[src/rtl/core/cdd_pkg.sv]
// ----------------------------------------------------------------------------
// cdd_pkg: shared types and tables for the calendar date difference block
// Field widths, day number widths, the reciprocal for the divide by 100
// and the month tables used by the day number pipeline.
// ----------------------------------------------------------------------------
`default_nettype none

package cdd_pkg;

	// field widths
	localparam int unsigned YEAR_BITS  = 14;
	localparam int unsigned MONTH_BITS = 4;
	localparam int unsigned DAY_BITS   = 5;
	localparam int unsigned COUNT_BITS = 22;
	localparam int unsigned COUNT_MAX  = 4194303;

	// day number since 1 january of year 0 stays below 512 * 2^YEAR_BITS
	localparam int unsigned DN_BITS    = YEAR_BITS + 9;
	// year / 100 stays below 2^YEAR_BITS / 64
	localparam int unsigned Q100_BITS  = YEAR_BITS - 6;
	localparam int unsigned REM_BITS   = 8;
	// day within the year, up to 365
	localparam int unsigned MD_BITS    = 9;

	// year / 100 as a multiply by a truncated reciprocal, off by at most one
	localparam int unsigned DIV100_SHIFT = YEAR_BITS + 7;
	localparam int unsigned DIV100_MUL   = (1 << DIV100_SHIFT) / 100;
	localparam int unsigned MUL_BITS     = $clog2(DIV100_MUL + 1);
	localparam int unsigned PROD_BITS    = YEAR_BITS + MUL_BITS;

	// width for the count before saturation
	localparam int unsigned WIDE_BITS =
		((DN_BITS >= COUNT_BITS) ? DN_BITS : COUNT_BITS) + 1;

	localparam int unsigned MONTH_FEB = 2;
	localparam int unsigned DAYS_LEAP_FEB = 29;

	typedef logic [YEAR_BITS-1:0]  year_t;
	typedef logic [MONTH_BITS-1:0] month_t;
	typedef logic [DAY_BITS-1:0]   day_t;
	typedef logic [COUNT_BITS-1:0] count_t;
	typedef logic [DN_BITS-1:0]    dn_t;
	typedef logic [Q100_BITS-1:0]  q100_t;
	typedef logic [REM_BITS-1:0]   rem_t;
	typedef logic [MD_BITS-1:0]    md_t;
	typedef logic [PROD_BITS-1:0]  prod_t;
	typedef logic [WIDE_BITS-1:0]  wide_t;

	// input word: one pair of dates
	typedef struct packed {
		year_t  first_year;
		month_t first_month;
		day_t   first_day;
		year_t  second_year;
		month_t second_month;
		day_t   second_day;
		logic   include_end_day;
	} date_pair_t;

	// output word
	typedef struct packed {
		count_t day_count;
		logic   invalid_date;
	} result_t;

	// load enables of the day number stages
	typedef struct packed {
		logic s1;
		logic s2;
		logic s3;
		logic s4;
	} stage_en_t;

	// length of a month in a common year, zero for a month outside 1..12
	function automatic day_t month_len(input month_t m);
		day_t len;
		len = day_t'(0);
		if (m inside {4'd1, 4'd3, 4'd5, 4'd7, 4'd8, 4'd10, 4'd12}) begin
			len = day_t'(31);
		end else if (m inside {4'd4, 4'd6, 4'd9, 4'd11}) begin
			len = day_t'(30);
		end else if (m == month_t'(MONTH_FEB)) begin
			len = day_t'(28);
		end
		return len;
	endfunction

	// days before the first of a month in a common year
	function automatic md_t month_start(input month_t m);
		md_t start;
		case (m)
			4'd1:    start = md_t'(0);
			4'd2:    start = md_t'(31);
			4'd3:    start = md_t'(59);
			4'd4:    start = md_t'(90);
			4'd5:    start = md_t'(120);
			4'd6:    start = md_t'(151);
			4'd7:    start = md_t'(181);
			4'd8:    start = md_t'(212);
			4'd9:    start = md_t'(243);
			4'd10:   start = md_t'(273);
			4'd11:   start = md_t'(304);
			4'd12:   start = md_t'(334);
			default: start = md_t'(0);
		endcase
		return start;
	endfunction

endpackage

`default_nettype wire

[src/rtl/core/cdd_day_number.sv]
// ----------------------------------------------------------------------------
// cdd_day_number: four stage day number pipeline for one date
// Turns year, month and day into days since 1 january of year 0 and checks
// that the date exists. Valid bits live in the caller, which drives the
// stage load enables.
// ----------------------------------------------------------------------------
`default_nettype none

module cdd_day_number (
	input  wire logic              clk,
	input  wire cdd_pkg::stage_en_t en,
	input  wire cdd_pkg::year_t    year,
	input  wire cdd_pkg::month_t   month,
	input  wire cdd_pkg::day_t     day,
	output cdd_pkg::dn_t           day_num,
	output logic                   date_ok
);

	// stage 1: reciprocal multiply for year / 100
	cdd_pkg::year_t  year_s1;
	cdd_pkg::month_t month_s1;
	cdd_pkg::day_t   day_s1;
	cdd_pkg::prod_t  prod_s1;

	always_ff @(posedge clk) begin
		if (en.s1) begin
			year_s1  <= year;
			month_s1 <= month;
			day_s1   <= day;
			prod_s1  <= cdd_pkg::prod_t'(year) * cdd_pkg::prod_t'(cdd_pkg::DIV100_MUL);
		end
	end

	// stage 2: quotient estimate and one correction step
	cdd_pkg::prod_t prod_shift;
	cdd_pkg::q100_t q_est;
	cdd_pkg::year_t r_wide;
	cdd_pkg::rem_t  r_est;
	cdd_pkg::q100_t q_fix;
	cdd_pkg::rem_t  r_fix;

	always_comb begin
		prod_shift = prod_s1 >> cdd_pkg::DIV100_SHIFT;
		q_est      = prod_shift[cdd_pkg::Q100_BITS-1:0];
		r_wide     = year_s1 -
			cdd_pkg::year_t'(cdd_pkg::year_t'(q_est) * cdd_pkg::year_t'(100));
		r_est      = r_wide[cdd_pkg::REM_BITS-1:0];
		if (r_est >= cdd_pkg::rem_t'(100)) begin
			q_fix = q_est + cdd_pkg::q100_t'(1);
			r_fix = r_est - cdd_pkg::rem_t'(100);
		end else begin
			q_fix = q_est;
			r_fix = r_est;
		end
	end

	cdd_pkg::year_t  year_s2;
	cdd_pkg::month_t month_s2;
	cdd_pkg::day_t   day_s2;
	cdd_pkg::q100_t  q100_s2;
	logic            nz100_s2;

	always_ff @(posedge clk) begin
		if (en.s2) begin
			year_s2  <= year_s1;
			month_s2 <= month_s1;
			day_s2   <= day_s1;
			q100_s2  <= q_fix;
			nz100_s2 <= (r_fix != cdd_pkg::rem_t'(0));
		end
	end

	// stage 3: leap rule, year part, day within year, date check
	logic           leap;
	logic           nz400;
	cdd_pkg::dn_t   quad;
	cdd_pkg::dn_t   year_days;
	cdd_pkg::day_t  len;
	logic           ok;
	cdd_pkg::md_t   md;

	always_comb begin
		leap  = (year_s2[1:0] == 2'b00) && (nz100_s2 || (q100_s2[1:0] == 2'b00));
		nz400 = nz100_s2 || (q100_s2[1:0] != 2'b00);
		quad  = (cdd_pkg::dn_t'(year_s2) + cdd_pkg::dn_t'(3)) >> 2;
		year_days = cdd_pkg::dn_t'(year_s2) * cdd_pkg::dn_t'(365) + quad
			- cdd_pkg::dn_t'(q100_s2) - cdd_pkg::dn_t'(nz100_s2)
			+ cdd_pkg::dn_t'(q100_s2 >> 2) + cdd_pkg::dn_t'(nz400);
		if ((month_s2 == cdd_pkg::month_t'(cdd_pkg::MONTH_FEB)) && leap) begin
			len = cdd_pkg::day_t'(cdd_pkg::DAYS_LEAP_FEB);
		end else begin
			len = cdd_pkg::month_len(month_s2);
		end
		// a month outside 1..12 has length zero and fails here
		ok = (day_s2 != cdd_pkg::day_t'(0)) && (day_s2 <= len);
		md = cdd_pkg::month_start(month_s2)
			+ cdd_pkg::md_t'((month_s2 > cdd_pkg::month_t'(cdd_pkg::MONTH_FEB)) && leap)
			+ cdd_pkg::md_t'(day_s2) - cdd_pkg::md_t'(1);
	end

	cdd_pkg::dn_t year_days_s3;
	cdd_pkg::md_t md_s3;
	logic         ok_s3;

	always_ff @(posedge clk) begin
		if (en.s3) begin
			year_days_s3 <= year_days;
			md_s3        <= md;
			ok_s3        <= ok;
		end
	end

	// stage 4: full day number
	always_ff @(posedge clk) begin
		if (en.s4) begin
			day_num <= year_days_s3 + cdd_pkg::dn_t'(md_s3);
			date_ok <= ok_s3;
		end
	end

endmodule

`default_nettype wire

[src/rtl/core/calendar_date_difference.sv]
// ----------------------------------------------------------------------------
// calendar_date_difference: days between two gregorian dates
// Closed form day numbers for both dates, then the absolute difference,
// the optional end day and saturation to the count width.
//
//   channel  | valid       | stall       | word
//   ---------+-------------+-------------+------------------------------
//   dates in | date_valid  | date_stall  | date  (cdd_pkg::date_pair_t)
//   count out| count_valid | count_stall | count (cdd_pkg::result_t)
//
// one word per cycle sustained while count_stall stays low, six register stages,
// each word moving from s1 to s6 in order; the depth is set by the reciprocal multiply
// for year / 100 and the day number adder chain, each given its own stage
// arst_n clears the stage valid bits only, no clearing pass
// each full stage holds while the stage after it is full and not moving, so
// bubbles close up and date_stall rises only with every stage full
// ----------------------------------------------------------------------------
`default_nettype none

module calendar_date_difference (
	input  wire logic                clk,
	input  wire logic                arst_n,
	input  wire logic                date_valid,
	output logic                     date_stall,
	input  wire cdd_pkg::date_pair_t date,
	output logic                     count_valid,
	input  wire logic                count_stall,
	output cdd_pkg::result_t         count
);

	// stage valid bits and load enables
	logic v_s1, v_s2, v_s3, v_s4, v_s5, v_s6;
	logic en_s1, en_s2, en_s3, en_s4, en_s5, en_s6;
	cdd_pkg::stage_en_t dn_en;

	always_comb begin
		en_s6 = !v_s6 || !count_stall;
		en_s5 = !v_s5 || en_s6;
		en_s4 = !v_s4 || en_s5;
		en_s3 = !v_s3 || en_s4;
		en_s2 = !v_s2 || en_s3;
		en_s1 = !v_s1 || en_s2;
		dn_en.s1 = en_s1;
		dn_en.s2 = en_s2;
		dn_en.s3 = en_s3;
		dn_en.s4 = en_s4;
	end

	assign date_stall  = !en_s1;
	assign count_valid = v_s6;

	always_ff @(posedge clk or negedge arst_n) begin
		if (!arst_n) begin
			v_s1 <= 1'b0;
			v_s2 <= 1'b0;
			v_s3 <= 1'b0;
			v_s4 <= 1'b0;
			v_s5 <= 1'b0;
			v_s6 <= 1'b0;
		end else begin
			if (en_s1) v_s1 <= date_valid;
			if (en_s2) v_s2 <= v_s1;
			if (en_s3) v_s3 <= v_s2;
			if (en_s4) v_s4 <= v_s3;
			if (en_s5) v_s5 <= v_s4;
			if (en_s6) v_s6 <= v_s5;
		end
	end

	// day numbers of both dates
	cdd_pkg::dn_t first_dn, second_dn;
	logic         first_ok, second_ok;

	cdd_day_number u_first (
		.clk     (clk),
		.en      (dn_en),
		.year    (date.first_year),
		.month   (date.first_month),
		.day     (date.first_day),
		.day_num (first_dn),
		.date_ok (first_ok)
	);

	cdd_day_number u_second (
		.clk     (clk),
		.en      (dn_en),
		.year    (date.second_year),
		.month   (date.second_month),
		.day     (date.second_day),
		.day_num (second_dn),
		.date_ok (second_ok)
	);

	// end day flag rides along with the day number stages
	logic inc_s1, inc_s2, inc_s3, inc_s4;

	always_ff @(posedge clk) begin
		if (en_s1) inc_s1 <= date.include_end_day;
		if (en_s2) inc_s2 <= inc_s1;
		if (en_s3) inc_s3 <= inc_s2;
		if (en_s4) inc_s4 <= inc_s3;
	end

	// stage 5: absolute difference
	cdd_pkg::dn_t diff_s5;
	logic         inc_s5;
	logic         inv_s5;

	always_ff @(posedge clk) begin
		if (en_s5) begin
			diff_s5 <= (first_dn > second_dn) ? (first_dn - second_dn)
			                                  : (second_dn - first_dn);
			inc_s5  <= inc_s4;
			inv_s5  <= !(first_ok && second_ok);
		end
	end

	// stage 6: end day, saturation, zero on an impossible date
	cdd_pkg::wide_t total;

	assign total = cdd_pkg::wide_t'(diff_s5) + cdd_pkg::wide_t'(inc_s5);

	always_ff @(posedge clk) begin
		if (en_s6) begin
			count.invalid_date <= inv_s5;
			if (inv_s5) begin
				count.day_count <= cdd_pkg::count_t'(0);
			end else if (total > cdd_pkg::wide_t'(cdd_pkg::COUNT_MAX)) begin
				count.day_count <= cdd_pkg::count_t'(cdd_pkg::COUNT_MAX);
			end else begin
				count.day_count <= total[cdd_pkg::COUNT_BITS-1:0];
			end
		end
	end

	// checks

	// input back-pressure only with every stage occupied
	a_stall_full: assert property (@(posedge clk) disable iff (!arst_n)
		date_stall |-> (v_s1 && v_s2 && v_s3 && v_s4 && v_s5 && v_s6))
		else $error("date_stall raised while a stage is empty");

	// an impossible date always comes out with a zero count
	a_invalid_zero: assert property (@(posedge clk) disable iff (!arst_n)
		(count_valid && count.invalid_date) |-> (count.day_count == cdd_pkg::count_t'(0)))
		else $error("invalid date with nonzero count");

	// a valid pair with the end day counted never gives zero
	a_inc_nonzero: assert property (@(posedge clk) disable iff (!arst_n)
		(en_s6 && v_s5 && !inv_s5 && inc_s5) |=> (count.day_count != cdd_pkg::count_t'(0)))
		else $error("end day counted but count is zero");

	// a word that leaves stage 5 lands in the output register
	a_advance: assert property (@(posedge clk) disable iff (!arst_n)
		(en_s6 && v_s5) |=> count_valid)
		else $error("word lost between stage 5 and output");

endmodule

`default_nettype wire

[config.mk]
export PLATFORM = sky130hd
export DESIGN_NAME = calendar_date_difference
export DESIGN_NICKNAME = d
export VERILOG_FILES = /design/src/rtl/core/cdd_pkg.sv /design/src/rtl/core/cdd_day_number.sv /design/src/rtl/core/calendar_date_difference.sv
export SDC_FILE = /design/constraint.sdc
export NUM_CORES = 2
export LEC_CHECK = 0
export ABC_AREA = 1
export BUFFER_PORTS_ARGS = -buffer_cell sky130_fd_sc_hd__buf_2
export CAP_MARGIN = 25
export CORE_AREA = 2 2 282 201
export DETAILED_ROUTE_END_ITERATION = 10
export DIE_AREA = 0 0 284 203
export PLACE_DENSITY = 0.87
export SYNTH_ARGS = -nofsm -noshare
export SYNTH_HDL_FRONTEND = slang
export SYNTH_SLANG_ARGS = --single-unit
[constraint.sdc]
create_clock -name clk -period 7 [get_ports clk]
set_clock_uncertainty 0.15 [all_clocks]
set_input_delay 0.7 -clock clk [delete_from_list [all_inputs] [get_ports clk]]
set_output_delay 0.7 -clock clk [all_outputs]
set_load 0.02 [all_outputs]
# Word level (Yosys, flattened, before mapping)
# Memories as Yosys holds them, arrays and structs flattened. A register that Yosys moved wholly into a read port is not among the register bits.
# Index checks and enable logic that the tools add are counted.
dict set report word_totals {
  ff_bits 340
  rom_bits 288
  in_bits 51
  out_inout_bits 25
  word_cells 170
  mem_count 2
}
dict set report op_classes {
  n_addsub 29
  n_mul 6
  order_cmp 8
  n_eq_ne 24
  muxes 16
  n_reduce_logical 42
}
# name depth width read_ports rd_ports_with_merged_regs write_ports line
set memory_table {}
lappend memory_table {{(no name shown)} 16 9 1 1 0 cdd_pkg.sv:91} ;# case (m)
lappend memory_table {{(no name shown)} 16 9 1 1 0 cdd_pkg.sv:91}
# op count
set op_table {}
lappend op_table {{$mul A14 B15 Y29 const B} 2}
lappend op_table {{$add A23 B1 Y23} 2}
lappend op_table {{$add A23 B21 Y23} 2}
lappend op_table {{$add A23 B6 Y23} 2}
lappend op_table {{$add A23 B9 Y23} 2}
lappend op_table {{$mul A14 B9 Y23 const B} 2}
lappend op_table {{$sub A23 B1 Y23} 2}
lappend op_table {{$sub A23 B23 Y23} 2}
lappend op_table {{$sub A23 B8 Y23} 2}
lappend op_table {{$eq A4 B4 Y1 const B} 10}
lappend op_table {{$mux W5} 8}
lappend op_table {{$eq A4 B3 Y1 const B} 8}
lappend op_table {{$mux W8} 4}
lappend op_table {{$add A14 B2 Y15 const B} 2}
lappend op_table {{$add A23 B1 Y24} 1}
lappend op_table {{$gt A24 B22 Y1 const B} 1}
lappend op_table {{$gt A23 B23 Y1} 1}
lappend op_table {{$mux W23} 1}
lappend op_table {{$mux W22} 1}
lappend op_table {{$add A9 B1 Y9} 2}
lappend op_table {{$add A9 B5 Y9} 2}
lappend op_table {{$sub A9 B1 Y9 const B} 2}
lappend op_table {{$add A8 B1 Y8 const B} 2}
lappend op_table {{$eq A4 B2 Y1 const B} 4}
lappend op_table {{17 further kinds} 58}

# Logic depth before layout (Yosys ltp)
dict set report logic_depth {
  word_depth 8
  ltp_mapped 24
  depth_no_buf 24
}

# Hierarchy
# From an unflattened synthesis, not the netlist that was laid out.
dict set report hier_totals {
  cells_unflattened 4422
  area_unflattened_um2 36651.4
}
# mod instances cells_each area_per_inst_um2 seq_area_each_um2
set modules_own_cells {}
lappend modules_own_cells {{cdd_day_number (u_second)} 1 1723 15313.4 3783.6}
lappend modules_own_cells {{cdd_day_number (u_first)} 1 1705 15184.6 3783.6}
lappend modules_own_cells {calendar_date_difference 1 994 6153.4 1711.6}

# Least setup slack after synthesis
# OpenSTA, ideal clock, no wires.
dict set report synth_path {
  kind {flip-flop to flip-flop}
  from {register u_second.year_s2[1]}
  to {register u_second.year_days_s3[12] (data pin)}
  setup_ns 0.252
  t_arrival_ns 4.850
  required_time_ns 6.598
  path_slack_ns 1.748
  stages_incl_launch_ff 24
  n_path_buf 0
  period_less_slack_ns 5.252
  path_cell_list {edfxtp_1 > inv_1 > ha_1 > a21o_1 > and2_1 > nand2_1 > xor2_1 > ha_1 > inv_1 > fa_1 > inv_1 > fa_1 > inv_1 > fa_1 > fa_1 > inv_1 > ha_1 > a21oi_1 > o21ai_0 > nor2_1 > o21ai_0 > nand2_1 > nand3_1 > nand2_1}
}
dict set report synth_between {
  elab_chain_len 6
  word_cells_on_any_way 7
  cone_classes {add/sub: 6; mul: 1}
}
# item line
set synth_lines {}
lappend synth_lines {{start: declaration} cdd_day_number.sv:57} ;# cdd_pkg::year_t year_s2;
lappend synth_lines {{start signal: assignment} cdd_day_number.sv:65} ;# year_s2 <= year_s1;
lappend synth_lines {{$mul A14 B9 Y23 / $add A14 B2 Y15 (equally long branches)} {cdd_day_number.sv:86, cdd_day_number.sv:85}}
lappend synth_lines {{$add A23 B21 Y23 (*)} cdd_day_number.sv:86} ;# year_days = cdd_pkg::dn_t'(year_s2) * cdd_pkg::dn_t'(365) + quad
lappend synth_lines {{$sub A23 B8 Y23 (*)} cdd_day_number.sv:87} ;# - cdd_pkg::dn_t'(q100_s2) - cdd_pkg::dn_t'(nz100_s2)
lappend synth_lines {{$sub A23 B1 Y23 (*)} cdd_day_number.sv:87}
lappend synth_lines {{$add A23 B6 Y23 (*)} cdd_day_number.sv:88} ;# + cdd_pkg::dn_t'(q100_s2 >> 2) + cdd_pkg::dn_t'(nz400);
lappend synth_lines {{$add A23 B1 Y23 (*)} cdd_day_number.sv:88}
lappend synth_lines {{named net u_second.year_days[12]} cdd_day_number.sv:77} ;# cdd_pkg::dn_t year_days;
lappend synth_lines {{end signal: assignment} cdd_day_number.sv:107} ;# year_days_s3 <= year_days;
lappend synth_lines {{end: declaration} cdd_day_number.sv:101} ;# cdd_pkg::dn_t year_days_s3;
# Mark *: on every way through the listed nets, which the timed path passes. The rest lies on a longest branch.
# A chain may end at the register's enable or synchronous reset.

# Worst setup path in the final report
dict set report layout_path {
  from {register u_second.year_s2[1]}
  to {register u_second.year_days_s3[16] (data pin)}
}
# The elaborated chain is that of the path after synthesis.

==> metrics.md <==
| Metric | Value |
|---|---|
| Run status | finished clean |
| Max layer used | met5 |
| Worst path max stage delay | 0.54 ns |
| Synth area leader | edfxtp_1 |
| Post-synthesis to final-layout area growth | 6.70% |
| GPL Wtd Cong | 1.00 |
| Asr flop ratio synth | 0.0190 |
| Clk buf depth | 3 |
| DR WL/cell | 16.3 microns |
| Worst relative slew slack | 0.381 |
| Sequential area share after synthesis | 0.259 |
| Setup TNS Final | 0 ns |
| Vias in the first global route | 27.3k |
| Seq cells post-synth | 316 |
| Top delay family on crit path | adder cells |
| Met1 WL | 37800 microns |
| Core outline area | 54800 sq um |
| Gate Count Post-Synth | 4236 |
| Routed wl met3 | 7610 microns |
| GRT Util Overall | 0.294 |
| Number of synthesis warnings | 0 |
| Hold Crit Depth | 1 |
| CP Class | reg -> reg |
| Reg2reg end | u_second.year_days_s3[16] |
| Final setup viols | 0 |
| Worst hold path type | in -> reg |
| Reg2reg start | u_second.year_s2[1] |
| Arrival time at the worst endpoint | 5.95 ns |
| CP max stage cell | fa_1 |
| Peak fanout along the critical path | 4 |
| CTS tree | yes |
| Synthesized net count | 5140 |
| Main synth FF type | edfxtp_1 |
| Number of fill cells | 4172 |
| DRT Wirelength | 83000 microns |
| Clock sink count | 316 |
| Synth area leaders | edfxtp_1, ha_1, fa_1, inv_1, nand2_1 |
| Clk slew on worst S/H paths | 0.08 ns |
| Post-route ant nets | 0 |
| Hold Startpoint | date[28] |
| Clk_lat worst skew | 0.56 ns |
| Via density | 5.45 |
| Reg2Reg Depth | 21 |
| Starting Density | 0.655 |
| Final hold violations | 0 |
| Postcts setup bufs | 0 |
| Met2 WL post-DR | 35800 microns |
| Die area | 57700 sq um |
| WP data required | 7.15 ns |
| H-Tree Depth | 2 |
| Crit path time final | 5.80 ns |
| Max-cap viol count | 0 |
| Mean Syn Cell Area | 8.47 sq um |
| Tcrit/Tclk final | 0.828 |
| Crit-path most repeated cell | ha_1 |
| R2R Setup Slk | 1.20 ns |
| CP startpoint kind | flop |
| Root Driver | clkbuf_16 |
| Worst path bufs/invs | 3 |
| Cts hold-fix bufs | 1 |
| First-pass GRT wire length | 136000 microns |
| Ant. Diodes | 0 |
| Max Clk Rate | 172 MHz |
| Resize count post-CTS | 0 |
| Drt first pass iters | 7 |
| Mapped Area | 35900 sq um |
| # DRC | 0 |
| Vias | 27.8k |
| Final global-route overflow total | 0 |
| Hold Path Sink | u_first.day_s1[4] |
| Nets | 5234 |
| Yosys cell types | 48 |
| Post-synth EDFFs | 292 |
| Rows | 72 |
| Port bufs | 75 |
| Layout Utilization | 0.699 |
| Minimum hold slack | 0.173 ns |
| IO Count | 76 |
| Max Slew Vio Count | 0 |
| Layout cell share with drive strength beyond 1 | 0.0397 |
| Actual slew at the worst max-slew pin | 0.926 ns |
| Initial antenna violation count | 1 |
| Die outline height | 203 microns |
| Post-DP HPWL | 69300 microns |
| Worst setup EP type | flop |
| Critical-path cell list | inv_1 > ha_1 > a21o_1 > and2_1 > nand3_1 > nor2_1 > nand2_1 > xor2_1 > ha_1 > ha_1 > fa_1 > inv_1 > fa_1 > fa_1 > inv_1 > ha_1 > a21oi_1 > o21ai_0 > a21oi_1 > o21ai_0 > xor2_1 |
| Total CTS buffers | 36 |
| Iter 0 DRT Violations | 2629 |
| Largest net degree at the start of global routing | 67 |
| Die width | 284 microns |
| Top cell type's share of synthesized area | 0.245 |
| RSZ-0062 raised after global routing | no |
## state kept, by name, indices dropped and copies added (netlist names), 13 cells and up, named ones only
signal                 cells
count                     23
diff_s5                   23
u_first.day_num           23
u_first.year_days_s3      23
u_second.day_num          23
u_second.year_days_s3     23
u_first.year_s2           14
u_second.year_s1          14
u_second.year_s2          14
u_first.year_s1           13
## cell type report
type	count	area (sq um)	area share
sequential	316	9280	0.243
multi-input combinational	2867	22600	0.590
tap	740	926	0.0242
timing repair buffer	81	463	0.0121
inverter	1028	3860	0.101
clock inverter	22	189	0.00494
clock buffer	42	955	0.0250
## kinds of logic after synthesis
group                    synth area share
flip-flops                          0.259
AND/OR/NAND/NOR                     0.172
buffers and inverters               0.112
AO/OA/AOI/OAI                      0.0528
adder cells (fa/ha/maj)             0.359
XOR/XNOR                           0.0452
## how the worst max path moves through the flow
stage	startpoint	to	slack [ns]	cells after the start
after floorplan	u_second.year_s2[1]	u_second.year_days_s3[12]	1.75	23
after global placement	u_second.year_s2[0]	u_second.year_days_s3[19]	1.37	22
after detailed placement	u_second.year_s2[1]	u_second.year_days_s3[16]	1.25	21
after CTS	u_second.year_s2[0]	u_second.year_days_s3[19]	1.23	22
after global routing	u_second.year_s2[1]	u_second.year_days_s3[12]	0.76	23
final	u_second.year_s2[1]	u_second.year_days_s3[16]	1.20	21
## worst reg2reg max path, stage by stage (launching register included)
cell and delay [ns]:
edfxtp_1 0.44, inv_1 0.17, ha_1 0.18, a21o_1 0.17, and2_1 0.21, nand3_1 0.17
nor2_1 0.23, nand2_1 0.09, xor2_1 0.15, ha_1 0.30, ha_1 0.32, fa_1 0.51
inv_1 0.05, fa_1 0.46, fa_1 0.54, inv_1 0.04, ha_1 0.34, a21oi_1 0.34
o21ai_0 0.22, a21oi_1 0.16, o21ai_0 0.14, xor2_1 0.17
## stage by stage
step	setup WS [ns]	instance area, sq um	cells
floorplan	1.75	35900	4236
global placement	1.37	37100	5029
detailed placement	1.25	37100	5030
CTS	1.23	38200	5095
global route	0.756	38300	5096
finish	1.20	38300	5096
## per-layer routing
metal	global-route usage	up-vias
met5	0	-
met4	0.0714	2
met3	0.0593	133
met2	0.455	1125
met1	0.425	13035
li1	-	13500
## cell usage after synthesis, types with 7 or more instances
cell type,instances
o211ai_1,9
a21boi_0,7
fa_1,295
ha_1,558
nand3_1,191
edfxtp_1,292
nand2_1,932
nor3_1,40
nor2_1,219
o21ai_0,116
xor2_1,141
nor4_1,9
inv_1,1022
a21o_1,17
xnor2_1,44
nand4_1,54
o21bai_1,11
buf_2,10
dfxtp_1,18
nand3b_1,9
a21oi_1,162
## layout by cell type, fill, tap and decap left out, types with 5 or more instances in the layout
cell type and instances:
nand3b_1 9, dfxtp_1 18, inv_2 8, edfxtp_1 292, dfrtp_1 6, a21oi_1 162
fa_1 295, nand2_1 932, inv_1 1020, a21o_1 17, or2_2 6, nor4_1 9
buf_2 75, clkbuf_16 37, nand3_1 191, nor2_2 5, nor3_1 40, nor3b_1 5
clkinv_2 6, o21ai_0 116, o211ai_1 9, xnor2_1 44, nor2_1 219, o21bai_1 11
a21boi_0 7, xor2_1 141, ha_1 558, nand4_1 54
Power is left out: the tool's default activity adds up to more than one toggle a clock period on the data nets, which glitch-free logic cannot reach.
